[src/hdl/poisson_residual_3d_stencil_macros.svh]
// ----------------------------------------------------------------------------
// Assertion macros for the 3D Poisson residual stencil
// Shared concurrent assertion forms used by the RTL modules.
// ----------------------------------------------------------------------------
`ifndef POISSON_RESIDUAL_3D_STENCIL_MACROS_SVH
`define POISSON_RESIDUAL_3D_STENCIL_MACROS_SVH

// Same-cycle implication, checked out of reset.
`define PRS3_ASSERT_NOW(lbl, clk, rstn, ante, cons) \
    lbl: assert property (@(posedge clk) disable iff (!rstn) (ante) |-> (cons)) \
        else $error("same-cycle check failed");

// Next-cycle implication, checked out of reset.
`define PRS3_ASSERT_NEXT(lbl, clk, rstn, ante, cons) \
    lbl: assert property (@(posedge clk) disable iff (!rstn) (ante) |=> (cons)) \
        else $error("next-cycle check failed");

`endif

[src/hdl/prs3_pkg.sv]
// ----------------------------------------------------------------------------
// prs3_pkg
// Constants, the queued request type and the back-end state type.
// ----------------------------------------------------------------------------
`timescale 1ns / 1ps
`default_nettype none

package prs3_pkg;

    // Largest supported cube edge; the phi store depth must stay a power of two.
    localparam int MAX_EDGE   = 64;
    localparam int EDGE_W     = 7;
    localparam int EDGE_MIN   = 3;
    localparam int EDGE_RESET = 18;
    localparam int LIN_W      = 18;
    localparam int DATA_W     = 32;
    localparam int SUM_W      = 64;

    localparam int PHI_DEPTH  = 2 * MAX_EDGE * MAX_EDGE;
    localparam int PHI_AW     = $clog2(PHI_DEPTH);
    localparam int SRC_DEPTH  = MAX_EDGE * MAX_EDGE + MAX_EDGE;
    localparam int SRC_AW     = $clog2(SRC_DEPTH);
    localparam int AREA_W     = $clog2(MAX_EDGE * MAX_EDGE + 1);

    localparam int PHI_READS  = 6;
    localparam int K_W        = 3;
    localparam int ROOT_STEPS = SUM_W / 2;
    localparam int STEP_W     = $clog2(ROOT_STEPS);

    localparam int QUEUE_DEPTH = 2;
    localparam int QPTR_W      = $clog2(QUEUE_DEPTH);
    localparam int QCNT_W      = $clog2(QUEUE_DEPTH + 1);

    localparam int IN_W  = 64;
    localparam int OUT_W = 88;

    // One classified sample on its way from the front end to the back end.
    typedef struct packed {
        logic [DATA_W-1:0] phi;
        logic [DATA_W-1:0] src;
        logic [LIN_W-1:0]  lin;
        logic [LIN_W-1:0]  point;
        logic [SRC_AW-1:0] src_waddr;
        logic [SRC_AW-1:0] src_raddr;
        logic [EDGE_W-1:0] edge_len;
        logic [AREA_W-1:0] area;
        logic              interior;
        logic              last;
    } prs3_item_t;

    typedef enum logic [3:0] {
        BK_IDLE,
        BK_READ,
        BK_COLLECT,
        BK_CALC,
        BK_SQUARE,
        BK_ACCUM,
        BK_EMIT,
        BK_STORE,
        BK_ROOT,
        BK_NORM
    } prs3_back_state_t;

endpackage

`default_nettype wire

[src/hdl/prs3_queue.sv]
// ----------------------------------------------------------------------------
// prs3_queue
// Short request queue between the front end and the back end.
// ----------------------------------------------------------------------------
`timescale 1ns / 1ps
`default_nettype none

`include "poisson_residual_3d_stencil_macros.svh"

module prs3_queue
    import prs3_pkg::*;
(
    input  wire logic       clk,
    input  wire logic       rst_n,
    input  wire logic       push,
    input  prs3_item_t      push_item,
    output logic            full,
    input  wire logic       pop,
    output logic            not_empty,
    output prs3_item_t      pop_item
);

    prs3_item_t         slot_reg [QUEUE_DEPTH];
    logic [QPTR_W-1:0]  wptr_reg, rptr_reg;
    logic [QCNT_W-1:0]  count_reg;

    assign full      = (count_reg == QCNT_W'(QUEUE_DEPTH));
    assign not_empty = (count_reg != '0);
    assign pop_item  = slot_reg[rptr_reg];

    always_ff @(posedge clk)
    begin
        if (push)
        begin
            slot_reg[wptr_reg] <= push_item;
        end
    end

    always_ff @(posedge clk or negedge rst_n)
    begin
        if (!rst_n)
        begin
            wptr_reg  <= '0;
            rptr_reg  <= '0;
            count_reg <= '0;
        end
        else
        begin
            if (push)
                wptr_reg <= wptr_reg + QPTR_W'(1);
            if (pop)
                rptr_reg <= rptr_reg + QPTR_W'(1);
            if (push && !pop)
                count_reg <= count_reg + QCNT_W'(1);
            else if (pop && !push)
                count_reg <= count_reg - QCNT_W'(1);
        end
    end

    `PRS3_ASSERT_NOW(a_no_overflow, clk, rst_n, push, !full)
    `PRS3_ASSERT_NOW(a_no_underflow, clk, rst_n, pop, not_empty)
    `PRS3_ASSERT_NEXT(a_push_fills, clk, rst_n, push && !pop, not_empty)

endmodule

`default_nettype wire

[config.mk]
export PLATFORM = sky130hd
export DESIGN_NAME = prs3_queue
export DESIGN_NICKNAME = d
export VERILOG_FILES = /design/src/hdl/prs3_pkg.sv /design/src/hdl/prs3_queue.sv
export VERILOG_INCLUDE_DIRS = /design/src /design/src/hdl
export SDC_FILE = /design/constraint.sdc
export NUM_CORES = 1
export LEC_CHECK = 0
export ABC_AREA = 1
export BUFFER_PORTS_ARGS = -buffer_cell sky130_fd_sc_hd__buf_2
export CORE_MARGIN = 3
export CORE_UTILIZATION = 40
export DETAILED_ROUTE_END_ITERATION = 10
export HOLD_SLACK_MARGIN = 0.05
export REMOVE_ABC_BUFFERS = 1
export SYNTH_ARGS = -nofsm -noshare
export SYNTH_HDL_FRONTEND = slang
export SYNTH_SLANG_ARGS = --single-unit
[constraint.sdc]
create_clock -name clk -period 14.69 [get_ports clk]
set_input_delay 2.938 -clock clk [delete_from_list [all_inputs] [get_ports clk]]
set_output_delay 2.938 -clock clk [all_outputs]
set_load 0.03 [all_outputs]
==> summary.md <==
| Metric | Value |
|---|---|
| First-pass detailed-route iteration total | `4` |
| Crit Path Class | `reg2out` |
| Power, Total | `0.00302 W` |
| TritonCTS buffer count | `31` |
| Clock Skew | `0.0124 ns` |
| Worst rel slew slack | `0.345` |
| Max cap viols | `0` |
| Clock transition at the registers of the reported paths | `0.06 ns` |
| Mapped Area | `11,300 µm²` |
| Post-Synth Adder-Cell Area | `0.00111` |
| Fill cell count | `2,256` |
| Post-DP HPWL | `15,000 µm` |
| First-pass GRT wire length | `33,700 µm` |
| Status | `completed` |
| Multiplexer share of the synthesized area | `0.181` |
| Leak | `5.60 nW` |
| Endpoints failing setup | `0` |
| Via count | `5,579` |
| Largest family of logic cells by synthesized area | `multiplexers` |
| Final Cycle Share | `0.399` |
| Post-synthesis sequential area ratio | `0.795` |
| CP Capture Type | `primary output` |
| Number of global-route vias before repair | `6,079` |
| Cell Chain, Critical Path | `buf_4, mux2_2, buf_2` |
| Sw frac | `0.344` |
| Pin count of the biggest net entering global routing | `90` |
| Int Power | `0.00198 W` |
| Initial antenna violation count | `3` |
| Pins Over Slew Limit | `0` |
| Number of flip-flops in the largest register | `296` |
| Crit path time final | `5.87 ns` |
| CP max-delay cell | `buf_4` |
| Post-Syn Instances | `486` |
| Fin. Hold Viols | `0` |
| Rows | `60` |
| Average size of a mapped cell | `23.3 µm²` |
| Slew @ Worst Pin | `0.983 ns` |
| Inst Count DP | `1,147` |
| Fin cells | `1,204` |
| # DRC | `0` |
| Fmax | `170 MHz` |
| Crit-path max FO | `56` |
| Clock power frac | `0.247` |
| Required time of the critical path | `11.75 ns` |
| WHS | `0.502 ns` |
| Critical Path Source Type | `flip-flop` |
| TritonCTS clock tree | `done` |
| Io pins | `302` |
| Cell Pwr Density | `214 nW/µm²` |
| Core Region | `27,400 µm²` |
| Postcts setup bufs | `0` |
| Antenna diode count | `0` |
| Setup_tns | `0 ns` |
| Hold-fix buffers, CTS | `0` |
| Syn. warnings | `0` |
| Vias/cell | `4.63` |
| Clock buffer depth | `3` |
| Post-synthesis xor/xnor area fraction | `0.00232` |
| Compound-Gate Fraction of Synth Area | `0` |
| Share of cells above drive strength 1 | `0.605` |
| GP Congestion | `0.760` |
| Net Sw Power | `0.00104 W` |
| Total Routing Usage GR | `0.140` |
| Maximum vdd ir drop | `0.144 mV` |
| Post-route ant nets | `0` |
| Initial Utilization | `0.413` |
| Chip width | `174 µm` |
| Hold Crit Class | `reg2reg` |
| Drt wl/cell | `18.4 µm` |
| Seq pwr share | `0.398` |
| Crit path DAT | `2.93 ns` |
| Root Buffer | `clkbuf_16` |
| I/O Buffers | `301` |
| Syn-to-layout area delta | `25.1%` |
| Aggregate routed wire length | `22,200 µm` |
| Synth unique cells | `14` |
| Post-CTS Resized | `0` |
| Htree depth | `1` |
| Combinational power share | `0.355` |
| Worst-Skew Late Latency | `0.54 ns` |
| #FFs+latches synth | `300` |
| Post-Synth Simple-Gate Area | `0.00365` |
| Slowest cell delay on critical path | `0.85 ns` |
| Area of the die | `30,300 µm²` |
| Unrepaired setup endpoints after global routing | `false` |
| Iter 0 DRT Violations | `344` |
| # clock sinks | `300` |
| # nets final | `961` |
| GRT Residual Overflow | `0` |
| DIE HEIGHT | `174 µm` |
==> worst max-delay path: cells and delay by family (launching register included) <==
| family | cells | cell delay (ns) |
|---|---|---|
| DFF | 1 | 0.84 |
| muxes | 1 | 0.42 |
| buffers and inverters | 2 | 1.03 |
==> cells in the final DEF, fill, tap and decap left out, drive strengths merged <==
cell type and n:
buf 306, edfxtp 296, mux2 148, clkbuf 38, clkinv 12, inv 9
nand2 6, dfrtp 4, bufinv 3, xor2 2, clkinvlp 2, nor2 2
xnor2 1, nand3 1, nand4 1, ha 1
==> logic make-up after synthesis <==
group,after synthesis
XOR/XNOR,3
adder cells (fa/ha/maj),1
buffers and inverters,24
flip-flops,300
multiplexers,148
AND/OR/NAND/NOR,10
==> stage by stage <==
stage / instance area (µm²) / setup slack (ns) / util
finish: 14100 / 8.82 / 0.516
global route: 14100 / 8.66 / 0.516
CTS: 14100 / 8.77 / 0.516
detailed placement: 13200 / 9.37 / 0.481
global placement: 13200 / 9.42 / 0.481
floorplan: 11100 / 4.86 / -
==> final cells by class <==
cell class	count	area [µm²]	area share
multi-input cells	162	2130	0.151
clock inverters	19	181	0.0128
well taps	372	465	0.0329
repair buffers	306	1540	0.109
inverters	7	31.3	0.00221
clock buffers	38	802	0.0567
flip-flops and latches	300	8990	0.636
==> cell usage after synthesis (all sizes together) <==
library cell | number | area share
edfxtp | 296 | 0.79
mux2 | 148 | 0.18
buf | 17 | 0.015
inv | 7 | 0.0023
nand2 | 6 | 0.0020
dfrtp | 4 | 0.0088
nor2 | 2 | 0.00066
xor2 | 2 | 0.0015
ha | 1 | 0.0011
nand3 | 1 | 0.00044
nand4 | 1 | 0.00055
xnor2 | 1 | 0.00077
==> power groups by stage <==
stage	Sequential (W)	Combinational, W	Clock (W)
5_1_grt	0.00122	0.00113	0.000807
3_5_place_dp	0.00122	0.00109	0
3_3_place_gp	0.00121	0.00108	0
6_report	0.00120	0.00107	0.000746
2_1_floorplan	0.00129	0.000836	0
4_1_cts	0.00121	0.00109	0.000773
==> metal layers <==
layer | GRT usage | part of all wire | vias up
li1 | - | - | 2572
met1 | 0.176 | 0.40 | 2724
met2 | 0.234 | 0.48 | 234
met3 | 0.0476 | 0.085 | 45
met4 | 0.0385 | 0.028 | 4
met5 | 0 | 0.0012 | -
==> final timing paths <==
kind | from | end | slack (ns) | depth (start not counted)
min | count_reg[1]$_DFFE_PN0P_ | count_reg[1]$_DFFE_PN0P_ | 0.50 | 2
min in group asynchronous | rst_n | count_reg[0]$_DFFE_PN0P_ | 2.20 | 1
max | rptr_reg$_DFFE_PN0P_ | pop_item[137] | 8.82 | 3
min reg2reg | count_reg[1]$_DFFE_PN0P_ | count_reg[1]$_DFFE_PN0P_ | 0.50 | 2
max reg2reg | wptr_reg$_DFFE_PN0P_ | slot_reg[0][18]$_DFFE_PP_ | 12.28 | 2
max in group asynchronous | rst_n | rptr_reg$_DFFE_PN0P_ | 12.33 | 1
Power figures use the tool's default switching activity.
