===== config.mk =====
export PLATFORM = sky130hd
export DESIGN_NAME = prs3_front
export DESIGN_NICKNAME = d
export VERILOG_FILES = /design/src/hdl/poisson_residual_3d_stencil_macros.svh /design/src/hdl/prs3_pkg.sv /design/src/hdl/prs3_front.sv
export SDC_FILE = /design/constraint.sdc
export NUM_CORES = 1
export LEC_CHECK = 0
export BUFFER_PORTS_ARGS = -buffer_cell sky130_fd_sc_hd__buf_4
export CAP_MARGIN = 20
export CORE_MARGIN = 4
export CORE_UTILIZATION = 40
export DETAILED_ROUTE_END_ITERATION = 16
export SLEW_MARGIN = 25
export SYNTH_ARGS = -nofsm -noshare
export SYNTH_HDL_FRONTEND = slang
export SYNTH_SLANG_ARGS = --single-unit

===== constraint.sdc =====
create_clock -name clk -period 4.7 [get_ports clk]
set_clock_uncertainty 0.1 [all_clocks]
set_input_delay 0.94 -clock clk [delete_from_list [all_inputs] [get_ports clk]]
set_output_delay 0.94 -clock clk [all_outputs]
set_load 0.005 [all_outputs]

===== src/hdl/poisson_residual_3d_stencil_macros.svh =====
// ----------------------------------------------------------------------------
// Assertion macros for the 3D Poisson residual stencil
// Shared concurrent assertion forms used by the RTL modules.
// ----------------------------------------------------------------------------
`ifndef POISSON_RESIDUAL_3D_STENCIL_MACROS_SVH
`define POISSON_RESIDUAL_3D_STENCIL_MACROS_SVH

// Same-cycle implication, checked out of reset.
`define PRS3_ASSERT_NOW(lbl, clk, rstn, ante, cons) \
    lbl: assert property (@(posedge clk) disable iff (!rstn) (ante) |-> (cons)) \
        else $error("same-cycle check failed");

// Next-cycle implication, checked out of reset.
`define PRS3_ASSERT_NEXT(lbl, clk, rstn, ante, cons) \
    lbl: assert property (@(posedge clk) disable iff (!rstn) (ante) |=> (cons)) \
        else $error("next-cycle check failed");

`endif


===== src/hdl/prs3_pkg.sv =====
// ----------------------------------------------------------------------------
// prs3_pkg
// Constants, the queued request type and the back-end state type.
// ----------------------------------------------------------------------------
`timescale 1ns / 1ps
`default_nettype none

package prs3_pkg;

    // Largest supported cube edge; the phi store depth must stay a power of two.
    localparam int MAX_EDGE   = 64;
    localparam int EDGE_W     = 7;
    localparam int EDGE_MIN   = 3;
    localparam int EDGE_RESET = 18;
    localparam int LIN_W      = 18;
    localparam int DATA_W     = 32;
    localparam int SUM_W      = 64;

    localparam int PHI_DEPTH  = 2 * MAX_EDGE * MAX_EDGE;
    localparam int PHI_AW     = $clog2(PHI_DEPTH);
    localparam int SRC_DEPTH  = MAX_EDGE * MAX_EDGE + MAX_EDGE;
    localparam int SRC_AW     = $clog2(SRC_DEPTH);
    localparam int AREA_W     = $clog2(MAX_EDGE * MAX_EDGE + 1);

    localparam int PHI_READS  = 6;
    localparam int K_W        = 3;
    localparam int ROOT_STEPS = SUM_W / 2;
    localparam int STEP_W     = $clog2(ROOT_STEPS);

    localparam int QUEUE_DEPTH = 2;
    localparam int QPTR_W      = $clog2(QUEUE_DEPTH);
    localparam int QCNT_W      = $clog2(QUEUE_DEPTH + 1);

    localparam int IN_W  = 64;
    localparam int OUT_W = 88;

    // One classified sample on its way from the front end to the back end.
    typedef struct packed {
        logic [DATA_W-1:0] phi;
        logic [DATA_W-1:0] src;
        logic [LIN_W-1:0]  lin;
        logic [LIN_W-1:0]  point;
        logic [SRC_AW-1:0] src_waddr;
        logic [SRC_AW-1:0] src_raddr;
        logic [EDGE_W-1:0] edge_len;
        logic [AREA_W-1:0] area;
        logic              interior;
        logic              last;
    } prs3_item_t;

    typedef enum logic [3:0] {
        BK_IDLE,
        BK_READ,
        BK_COLLECT,
        BK_CALC,
        BK_SQUARE,
        BK_ACCUM,
        BK_EMIT,
        BK_STORE,
        BK_ROOT,
        BK_NORM
    } prs3_back_state_t;

endpackage

`default_nettype wire


===== src/hdl/prs3_front.sv =====
// ----------------------------------------------------------------------------
// prs3_front
// Tracks the raster position, classifies each sample and queues it.
// ----------------------------------------------------------------------------
`timescale 1ns / 1ps
`default_nettype none

module prs3_front
    import prs3_pkg::*;
(
    input  wire logic              clk,
    input  wire logic              rst_n,
    input  wire logic              cfg_valid,
    output logic                   cfg_ready,
    input  wire logic [EDGE_W-1:0] cfg_data,
    input  wire logic              s_tvalid,
    output logic                   s_tready,
    input  wire logic [IN_W-1:0]   s_tdata,
    input  wire logic              q_full,
    output logic                   q_push,
    output prs3_item_t             q_item,
    output logic                   restart
);

    logic [EDGE_W-1:0] edge_reg, edge_next;
    logic [AREA_W-1:0] area_reg, area_next;
    logic [EDGE_W-1:0] x_reg, y_reg, z_reg;
    logic [LIN_W-1:0]  lin_reg;
    logic [SRC_AW-1:0] srcw_reg;
    logic [2*EDGE_W-1:0] area_full;
    logic [EDGE_W-1:0] e_m1, e_m2;
    logic              x_end, y_end;
    logic [SRC_AW:0]   src_diff;

    assign cfg_ready = 1'b1;
    assign restart   = cfg_valid;
    assign s_tready  = !q_full;
    assign q_push    = s_tvalid && !q_full;

    always_comb
    begin
        if (cfg_data < EDGE_W'(EDGE_MIN))
            edge_next = EDGE_W'(EDGE_MIN);
        else if (cfg_data > EDGE_W'(MAX_EDGE))
            edge_next = EDGE_W'(MAX_EDGE);
        else
            edge_next = cfg_data;
        area_full = edge_next * edge_next;
        area_next = area_full[AREA_W-1:0];
    end

    assign e_m1  = edge_reg - EDGE_W'(1);
    assign e_m2  = edge_reg - EDGE_W'(2);
    assign x_end = (x_reg == e_m1);
    assign y_end = (y_reg == e_m1);

    // The point being completed lies one plane behind; its source entry is
    // one plane back in the circular delay store.
    assign src_diff = {1'b0, srcw_reg} - (SRC_AW+1)'(area_reg);

    always_comb
    begin
        q_item.phi       = s_tdata[DATA_W-1:0];
        q_item.src       = s_tdata[2*DATA_W-1:DATA_W];
        q_item.lin       = lin_reg;
        q_item.point     = lin_reg - LIN_W'(area_reg);
        q_item.src_waddr = srcw_reg;
        q_item.src_raddr = src_diff[SRC_AW] ?
                           SRC_AW'(src_diff + (SRC_AW+1)'(SRC_DEPTH)) :
                           src_diff[SRC_AW-1:0];
        q_item.edge_len  = edge_reg;
        q_item.area      = area_reg;
        q_item.interior  = (z_reg >= EDGE_W'(2)) && (x_reg != '0) && (x_reg <= e_m2) &&
                           (y_reg != '0) && (y_reg <= e_m2);
        q_item.last      = x_end && y_end && (z_reg == e_m1);
    end

    always_ff @(posedge clk or negedge rst_n)
    begin
        if (!rst_n)
        begin
            edge_reg <= EDGE_W'(EDGE_RESET);
            area_reg <= AREA_W'(EDGE_RESET * EDGE_RESET);
            x_reg    <= '0;
            y_reg    <= '0;
            z_reg    <= '0;
            lin_reg  <= '0;
            srcw_reg <= '0;
        end
        else if (cfg_valid)
        begin
            edge_reg <= edge_next;
            area_reg <= area_next;
            x_reg    <= '0;
            y_reg    <= '0;
            z_reg    <= '0;
            lin_reg  <= '0;
            srcw_reg <= '0;
        end
        else if (q_push)
        begin
            if (q_item.last)
            begin
                x_reg    <= '0;
                y_reg    <= '0;
                z_reg    <= '0;
                lin_reg  <= '0;
                srcw_reg <= '0;
            end
            else
            begin
                lin_reg  <= lin_reg + LIN_W'(1);
                srcw_reg <= (srcw_reg == SRC_AW'(SRC_DEPTH - 1)) ? '0 :
                            srcw_reg + SRC_AW'(1);
                if (x_end)
                begin
                    x_reg <= '0;
                    if (y_end)
                    begin
                        y_reg <= '0;
                        z_reg <= z_reg + EDGE_W'(1);
                    end
                    else
                    begin
                        y_reg <= y_reg + EDGE_W'(1);
                    end
                end
                else
                begin
                    x_reg <= x_reg + EDGE_W'(1);
                end
            end
        end
    end

endmodule

`default_nettype wire


==> results of run 1 <==
[critical path, cell delays in order (launching register included)]
cell and delay (ns):
dfstp_2 0.53, inv_1 0.07, ha_2 0.22, a21o_1 0.15
a31o_2 0.23, a21oi_2 0.15, o21ai_0 0.12, xnor2_1 0.30
ha_2 0.25, nand4b_1 0.11, a221oi_2 0.33, a41oi_2 0.18
a21boi_0 0.16, nor3_1 0.19, buf_4 0.14
[layout make-up]
class | count | share of cell area
multi-input combinational | 652 | 0.585
inverter | 62 | 0.0275
sequential | 70 | 0.208
clock inverter | 6 | 0.00562
clock buffer | 10 | 0.0271
tap | 229 | 0.0339
timing repair buffer | 127 | 0.113
[how the worst min path moves through the flow]
stage,end,cells after the start,start
floorplan,lin_reg[10]$_DFFE_PN0P_,1,lin_reg[10]$_DFFE_PN0P_
global placement,lin_reg[10]$_DFFE_PN0P_,1,lin_reg[10]$_DFFE_PN0P_
detailed placement,lin_reg[10]$_DFFE_PN0P_,1,lin_reg[10]$_DFFE_PN0P_
CTS,lin_reg[10]$_DFFE_PN0P_,1,lin_reg[10]$_DFFE_PN0P_
global route,lin_reg[11]$_DFFE_PN0P_,1,lin_reg[11]$_DFFE_PN0P_
finish,lin_reg[10]$_DFFE_PN0P_,1,lin_reg[10]$_DFFE_PN0P_
[kinds of logic (layout without fill, tap and decap cells)]
logic type / count (synthesis) / in the layout / share of synthesized area
AOI/OAI and AO/OA: 193 / 193 / 0.159
and+or+nand+nor: 281 / 281 / 0.207
buffers and inverters: 159 / 205 / 0.117
muxes: 10 / 10 / 0.0144
other: 2 / 8 / 0.00100
xor gates and xnor gates: 71 / 71 / 0.104
adders and majority gates: 89 / 89 / 0.162
DFF: 70 / 70 / 0.235
[cell usage in the layout, fill, tap and decap left out, types with 4 or more instances in the layout]
cell type and instances:
xor2_1 22, nor3_1 17, mux2i_1 4, and3_1 26, o22ai_1 4, nor2b_1 11
a21oi_1 60, or3_1 4, nor4_1 5, buf_4 126, dfrtp_1 65, nand2_1 54
o21a_1 17, o21ai_0 39, xnor3_1 11, conb_1 8, nand3b_1 5, clkbuf_16 9
a21o_1 10, and2_1 15, nor2_1 51, xnor2_1 36, dfstp_2 5, or2_2 4
nand4_1 10, ha_1 73, o211ai_1 5, nand3_1 22, nor3b_1 7, mux2_2 6
a31oi_1 24, or4_1 4, nand2b_1 17, fa_1 13, nand4b_1 5, inv_1 62
[per-layer routing]
metal,part of all wire,wire length [um],global-route usage
met5,0,0,0
met4,0.010,191,0.0437
met3,0.046,872,0.0322
met2,0.48,9270,0.317
met1,0.46,8820,0.248
[where the power goes]
part	switching, mW	internal (mW)
combinational	0.633	0.607
sequential	0.0464	0.647
clock	0.277	0.361
total	0.956	1.61
[timing repair]
item                                    CTS  global route
endpoints found under the setup margin    1             4
setup buffers                             0             3
gates resized for setup                   1            14
pin swaps                                 0             3
[metrics by stage]
stage / power [mW] / worst slack [ns] / hold slack, ns / utilization / TNS [ns]
after global placement: 1.90 / -0.0747 / 0.460 / 0.446 / -0.158
after global routing: 2.77 / -0.00628 / 0.504 / 0.466 / -0.00628
final: 2.57 / 0.206 / 0.474 / 0.466 / 0
after floorplan: 1.48 / 0.0191 / 0.420 / - / 0
after CTS: 2.57 / 0.00880 / 0.465 / 0.462 / 0
after detailed placement: 1.90 / -0.132 / 0.454 / 0.446 / -0.295
==> impl_metrics.csv, run 1 <==
group,metric,value,unit
job,drv_cap,0,
synth,ys_seq_area_frac,0.235,
finish,multi_input_area,0.00495,mm2
global_routing,grt_max_degree,71,
place,hpwl,14.8,mm
timing,max_freq,223,MHz
clock_tree,clk_pin_slew,0.06,ns
setup_path,cp-end-kind,"output port",
power,p_per_area,304,mW/mm2
clock_tree,cts_sinks,70,
synth,syn_area,0.00748,mm2
global_routing,grt_pass1_wl,31.3,mm
floorplanning,core_area,0.0181,mm2
setup_path,r2r-end,"srcw_reg[5]$_DFFE_PN0P_",
global_routing,antenna_found_initial,0,
finish,diodes,0,
route,drc_errors,0,
synth,synth.most_common_cell,"ha_1",
clock_tree,cts_made_buffers,9,
finish,fin_nets,1087,
synth,synth.distinct_cells,76,
route,first_iter_violations,320,
place,dpl_cell_area,0.00809,mm2
timing,slew_headroom,0.516,
setup_path,endpoint,"q_item[34]",
synth,synth_ff_type,"dfrtp_1",
setup_path,r2r_start,"edge_reg[0]$_DFFE_PN0P_",
clock_tree,postCtsHoldBufs,0,
floorplanning,rows,49,
synth,yosysTopAreaCellShare,0.218,
clock_tree,clock_path_buffers,2,
finish,area_growth,13.1,%
finish,drive_gt1_frac,0.200,
synth,yosysWarnings,0,
clock_tree,cts_max_level,3,
clock_tree,cts_tree,"yes",
run_status,status,"complete, no violations",
setup_path,cp.required,3.66,ns
floorplanning,ioPinCount,228,
route,vias,6142,
synth,synth_edf_count,0,
synth,synth_common_cells,"ha_1 (76), buf_4 (70), dfrtp_1 (65), a21oi_1 (62), inv_1 (62)",
global_routing,grt_overflow,0,
finish,fin_area,0.00846,mm2
synth,syn_area_per_cell,8.55,um2
global_routing,grt_pass1_vias,6022,
floorplanning,die_w,145,um
power,p_leak,4.07,nW
floorplanning,die-area,0.0209,mm2
setup_path,crit_path_start,"area_reg[2]$_DFFE_PN1P_",
timing,min_period,4.49,ns
setup_path,cp_max_fo,4,
setup_path,path_class,"flip-flop to output port",
finish,regArea,0.00176,mm2
clock_tree,clock_latency,0.34,ns
finish,largest_reg_flops,18,
synth,synth_top_cell_by_area,"dfrtp_1",
synth,synth_seq_cells,70,
timing,tightest_slew,0.724,ns
timing,min_period_over_period,0.956,
setup_path,r2r_slack,1.17,ns
floorplanning,start_util,0.412,
route,drtAntennaViolNets,0,
finish,fin_cells,1156,
route,detail_route.wl_per_cell,16.6,um
global_routing,grtUsageTotal,0.186,
synth,syn_inst,875,
synth,async_reset_ff_frac,1.00,
min_path,hold_class,"flip-flop to flip-flop",
timing,setup_viol_count_final,0,
setup_path,startpoint_type,"flip-flop",
setup_path,r2r_cells,11,
timing,slew_violations,0,
place,numPortBuffers,97,
synth,synth.area.top_cells,"dfrtp_1 (22%), ha_1 (13%), buf_4 (7.0%), xnor2_1 (4.3%), a21oi_1 (4.1%)",
timing,final-hold-violation-count,0,
place,gp_congestion,0.880,
place,dp_cells,1137,
route,first_pass_iters,5,
finish,n_fill_cell,1800,
setup_path,cp.arrival,3.45,ns
route,finalWirelength,19.1,mm
clock_tree,ctsRootBufferMaster,"clkbuf_16",
power,peakVddDrop,189,uV
floorplanning,fp.dieH,145,um
route,via_per_inst,5.31,
(Power assumes the default switching activity.)
==> run 2, diff against run 1 <==
clock period = 5.1 ns   (was 4.7 ns; I/O delays follow)
==> run 2 against run 1 <==
Sequential share of layout area rose by 0.48 points. Register-to-register slack improved by 0.50 ns. First-iteration DRC count fell by 5.6%. Setup slack got worse by 0.061 ns. Sequential power fell by 8.4%. Clock-buffer cell count did not move. Final cell count fell by 1.4%. Critical endpoint unchanged. Die area did not move. Non-clock buffer count fell by 16. Hold slack got worse by 0.012 ns. Critical path depth did not move.
==> impl_metrics.csv, run 2 (same netlist as run 1, synthesis figures left out) <==
group,metric,value,unit
min_path,hold_path_depth,1,
setup_path,cp_cell_sequence,"inv_1, ha_1, a21o_1, a31o_2, a21oi_2, o21ai_0, xnor2_1, ha_1, nand4b_1, a221oi_2, a41oi_1, a21boi_0, nor3_1, buf_4",
global_routing,grt_overflow,0,
timing,slew_violations,0,
finish,final_common_cell,"buf_4",
min_path,hold_end,"lin_reg[12]$_DFFE_PN0P_",
global_routing,grt_max_degree,71,
setup_path,r2r_start,"edge_reg[0]$_DFFE_PN0P_",
setup_path,r2r_slack,1.67,ns
floorplanning,die_w,145,um
setup_path,startpoint_type,"flip-flop",
timing,min_period_over_period,0.972,
timing,max_freq,202,MHz
place,numPortBuffers,97,
power,peakVddDrop,173,uV
setup_path,crit_top_cell,"ha_1",
clock_tree,cts_tree,"yes",
timing,slew_headroom,0.527,
setup_path,r2r-end,"srcw_reg[5]$_DFFE_PN0P_",
setup_path,cp.required,3.98,ns
clock_tree,cts_max_level,3,
clock_tree,ctsRootBufferMaster,"clkbuf_16",
finish,fin_nets,1071,
global_routing,antenna_found_initial,0,
floorplanning,die-area,0.0209,mm2
route,detail_route.wl_per_cell,16.6,um
power,p_leak,3.97,nW
place,gp_congestion,0.887,
finish,n_fill_cell,1813,
clock_tree,clk_pin_slew,0.06,ns
global_routing,grtUsageTotal,0.185,
finish,area_growth,10.6,%
floorplanning,ioPinCount,228,
finish,final_cell_mix,"buf_4 (110), ha_1 (76), dfrtp_1 (65)",
route,first_iter_violations,302,
clock_tree,cts_made_buffers,9,
clock_tree,clock_latency,0.34,ns
run_status,status,"complete, no violations",
power,p_per_area,280,mW/mm2
setup_path,cp-end-kind,"output port",
finish,multi_input_area,0.00488,mm2
floorplanning,rows,49,
setup_path,r2r_cells,11,
global_routing,grt_pass1_vias,6052,
timing,setup_viol_count_final,0,
setup_path,critPathTopFamily,"compound AO/OA/AOI/OAI gates",
route,via_per_inst,5.41,
place,preCtsSetupSlack,0.0841,ns
timing,fin_ws,0.145,ns
min_path,min_from,"lin_reg[12]$_DFFE_PN0P_",
finish,regArea,0.00176,mm2
finish,final_util,0.456,
place,hpwl,14.7,mm
finish,largest_reg_flops,18,
route,finalWirelength,19.0,mm
route,vias,6169,
global_routing,grt_pass1_wl,31.1,mm
route,drc_errors,0,
setup_path,critPathBufInv,2,
timing,min_period,4.95,ns
setup_path,crit_path_start,"area_reg[2]$_DFFE_PN1P_",
route,first_pass_iters,4,
finish,diodes,0,
setup_path,cp.arrival,3.83,ns
job,drv_cap,0,
clock_tree,postCtsHoldBufs,0,
setup_path,crit_path_max_incr_delay,0.54,ns
clock_tree,cts_sinks,70,
floorplanning,core_area,0.0181,mm2
min_path,hold_class,"flip-flop to flip-flop",
timing,tightest_slew,0.692,ns
floorplanning,start_util,0.412,
setup_path,cp_max_fo,4,
floorplanning,fp.dieH,145,um
setup_path,path_class,"flip-flop to output port",
route,drtAntennaViolNets,0,
timing,final-hold-violation-count,0,
clock_tree,clock_path_buffers,2,
setup_path,cpMaxStageDelayCell,"dfstp_2",
finish,drive_gt1_frac,0.169,
==> run 2: cell types whose count changed in the layout (fill, tap and decap cells not counted), sizes merged <==
cell,delta
buf,-16
==> run 2: worst max-delay path by stage <==
stage	end	slack, ns	depth (start not counted)
detailed placement	area_reg[11]$_DFFE_PN0P_	0.08	14
global placement	area_reg[11]$_DFFE_PN0P_	0.14	14
CTS	q_item[34]	0.03	14
global route	q_item[34]	-0.05	14
floorplan	area_reg[11]$_DFFE_PN0P_	0.11	15
finish	q_item[34]	0.15	14
==> run 2: layout make-up <==
cell class,instances,area share
clock buffer,10,0.0277
clock inverter,6,0.00575
inverter,62,0.0281
multi-input combinational,652,0.590
sequential,70,0.213
tap,229,0.0347
timing repair buffer,111,0.101
==> run 2: layer usage <==
layer  GRT usage  wire length, um
met1       0.246             8880
met2       0.315             9080
met3      0.0381              758
met4      0.0398              246
met5           0                0
==> run 2: timing repair <==
item,4_1_cts,5_1_grt
resized for setup,0,2
buffers inserted,0,1
endpoints found under the hold margin,0,0
setup endpoints to repair,0,1
==> run 2: stage by stage <==
step	power, mW	cell area, um2	cells	setup TNS (ns)	hold WS, ns
final	2.32	8270	1140	0	0.463
after global placement	1.72	7970	1123	0	0.451
after detailed placement	1.73	7970	1123	0	0.455
after CTS	2.33	8250	1139	0	0.466
after floorplan	1.36	7500	881	0	0.420
after global routing	2.50	8270	1140	-0.0532	0.521
==> run 2: where the power goes <==
part           internal, mW  total [mW]  switching, mW
clock                 0.332       0.584          0.252
combinational         0.522        1.10          0.574
sequential            0.596       0.636         0.0400
total                  1.45        2.32          0.866
==> run 3, diff against run 2 <==
GPL_ROUTABILITY_DRIVEN = 0   (was default)
SETUP_SLACK_MARGIN = 0.5   (was default)
==> run 3 against run 2 <==
Register-to-register slack got worse by 0.02 ns. Final cell count increased by 1.4%. Global-route usage increased by 0.49 points. Setup slack improved by 0.45 ns. Critical path depth unchanged. Hold slack improved by 0.0093 ns. Clock-buffer cell count increased by 1. Wire length increased by 2.4%. Sequential share of layout area decreased by 0.91 points. Non-clock buffer count increased by 17. Largest cell class unchanged. Largest power group unchanged. Highest routed layer unchanged.
==> impl_metrics.csv, run 3 (same netlist as run 1, synthesis figures left out) <==
group,metric,value,unit
floorplanning,die-area,0.0209,mm2
finish,final_util,0.476,
global_routing,grt_pass1_wl,31.7,mm
route,detail_route.wl_per_cell,16.8,um
timing,min_period,4.50,ns
power,peakVddDrop,150,uV
finish,fin_area,0.00864,mm2
floorplanning,ioPinCount,228,
power,fin_total_pwr,2.48,mW
clock_tree,clock_path_buffers,2,
setup_path,r2r_slack,1.65,ns
clock_tree,ctsRootBufferMaster,"clkbuf_16",
run_status,status,"complete, no violations",
place,dp_cells,1121,
timing,slew_violations,0,
global_routing,grtUsageTotal,0.190,
setup_path,startpoint_type,"flip-flop",
route,first_iter_violations,315,
timing,fin_ws,0.596,ns
timing,setup_viol_count_final,0,
place,preCtsSetupSlack,0.203,ns
min_path,min_from,"lin_reg[5]$_DFFE_PN0P_",
power,p_per_area,287,mW/mm2
power,p_leak,4.12,nW
timing,slew_headroom,0.515,
global_routing,grt_overflow,0,
clock_tree,cts_tree,"yes",
timing,final-hold-violation-count,0,
finish,fin_nets,1088,
finish,drive_gt1_frac,0.223,
floorplanning,start_util,0.412,
floorplanning,die_w,145,um
setup_path,cp_max_fo,5,
global_routing,grt_max_degree,71,
finish,largest_reg_flops,18,
finish,area_growth,15.6,%
min_path,hold_end,"lin_reg[5]$_DFFE_PN0P_",
timing,rsz0062_at_grt,"yes",
route,vias,6240,
timing,tightest_slew,0.724,ns
clock_tree,clk_pin_slew,0.06,ns
clock_tree,cts_sinks,70,
finish,final_cell_mix,"buf_4 (124), ha_1 (70), dfrtp_1 (64)",
setup_path,cp.required,3.98,ns
place,dpl_cell_area,0.00801,mm2
floorplanning,core_area,0.0181,mm2
global_routing,grt_pass1_vias,6088,
setup_path,r2r-end,"srcw_reg[5]$_DFFE_PN0P_",
clock_tree,cts_max_level,3,
global_routing,antenna_found_initial,0,
min_path,hold_class,"flip-flop to flip-flop",
floorplanning,rows,49,
timing,max_freq,222,MHz
setup_path,cp.arrival,3.38,ns
route,first_pass_iters,5,
clock_tree,clock_latency,0.34,ns
setup_path,path_class,"flip-flop to output port",
place,hpwl,14.9,mm
route,drtAntennaViolNets,0,
finish,diodes,0,
job,drv_cap,0,
finish,n_fill_cell,1771,
place,numPortBuffers,97,
setup_path,cp-end-kind,"output port",
setup_path,r2r_cells,11,
route,finalWirelength,19.4,mm
floorplanning,fp.dieH,145,um
finish,fin_cells,1156,
setup_path,r2r_start,"edge_reg[0]$_DFFE_PN0P_",
timing,min_period_over_period,0.883,
min_path,hold_path_depth,1,
finish,final_common_cell,"buf_4",
timing,tns,0,ns
route,via_per_inst,5.40,
route,drc_errors,0,
clock_tree,cts_made_buffers,9,
timing,whs,0.472,ns
## run 3: cell count changes in the layout (fill, tap and decap cells not counted), sizes merged
| cell | previous run | this run |
|---|---|---|
| inv | 63 | 61 |
| clkinv | 4 | 3 |
| clkbuf | 10 | 11 |
| buf | 111 | 128 |
| bufinv | 0 | 1 |
## run 3: routing by layer
metal	track usage	vias to the layer above	wire, um
li1	-	3089	-
met3	0.0414	23	942
met4	0.0481	0	284
met2	0.313	153	9310
met1	0.256	2975	8890
met5	0	-	0
## run 3: worst max path at each step
| stage | startpoint | slack [ns] | cells past startpoint | to |
|---|---|---|---|---|
| CTS | area_reg[2]$_DFFE_PN1P_ | 0.47 | 14 | q_item[34] |
| global placement | cfg_data[2] | 0.25 | 14 | area_reg[11]$_DFFE_PN0P_ |
| floorplan | cfg_data[6] | 0.55 | 13 | area_reg[11]$_DFFE_PN0P_ |
| detailed placement | cfg_data[6] | 0.20 | 15 | area_reg[11]$_DFFE_PN0P_ |
| finish | area_reg[4]$_DFFE_PN0P_ | 0.60 | 14 | q_item[34] |
| global route | area_reg[2]$_DFFE_PN1P_ | 0.40 | 14 | q_item[34] |
## run 3: worst max-delay path, stage by stage, from the launching register on
cell      delay (ns)
dfrtp_1         0.41
inv_1           0.18
ha_2            0.36
and2_1          0.18
o21ai_1         0.19
nand2_1         0.09
nor2_2          0.13
xnor2_2         0.16
ha_2            0.24
nand4b_1        0.13
a221oi_2        0.30
a41oi_2         0.18
a21boi_2        0.18
nor3_1          0.17
buf_4           0.14
## run 3: cell type report
type	count	area, um2	area share
Multi-Input combinational cell	652	5090	0.589
Sequential cell	70	1760	0.204
Timing Repair Buffer	128	988	0.114
Tap cell	229	287	0.0332
Inverter	62	236	0.0274
Clock buffer	11	233	0.0269
Clock inverter	4	48.8	0.00565
## run 3: power breakdown
group	internal [mW]	switching, mW	leakage [nW]	total (mW)
clock	0.375	0.240	0.139	0.615
combinational	0.610	0.618	3.04	1.23
sequential	0.597	0.0391	0.935	0.636
## run 3: what timing repair did
action / CTS / global route
resized for setup: 19 / 28
buffers inserted: 12 / 8
hold endpoints to repair: 0 / 0
hold buffers: 0 / 0
pin swaps: 7 / 27
endpoints found under the setup margin: 4 / 14
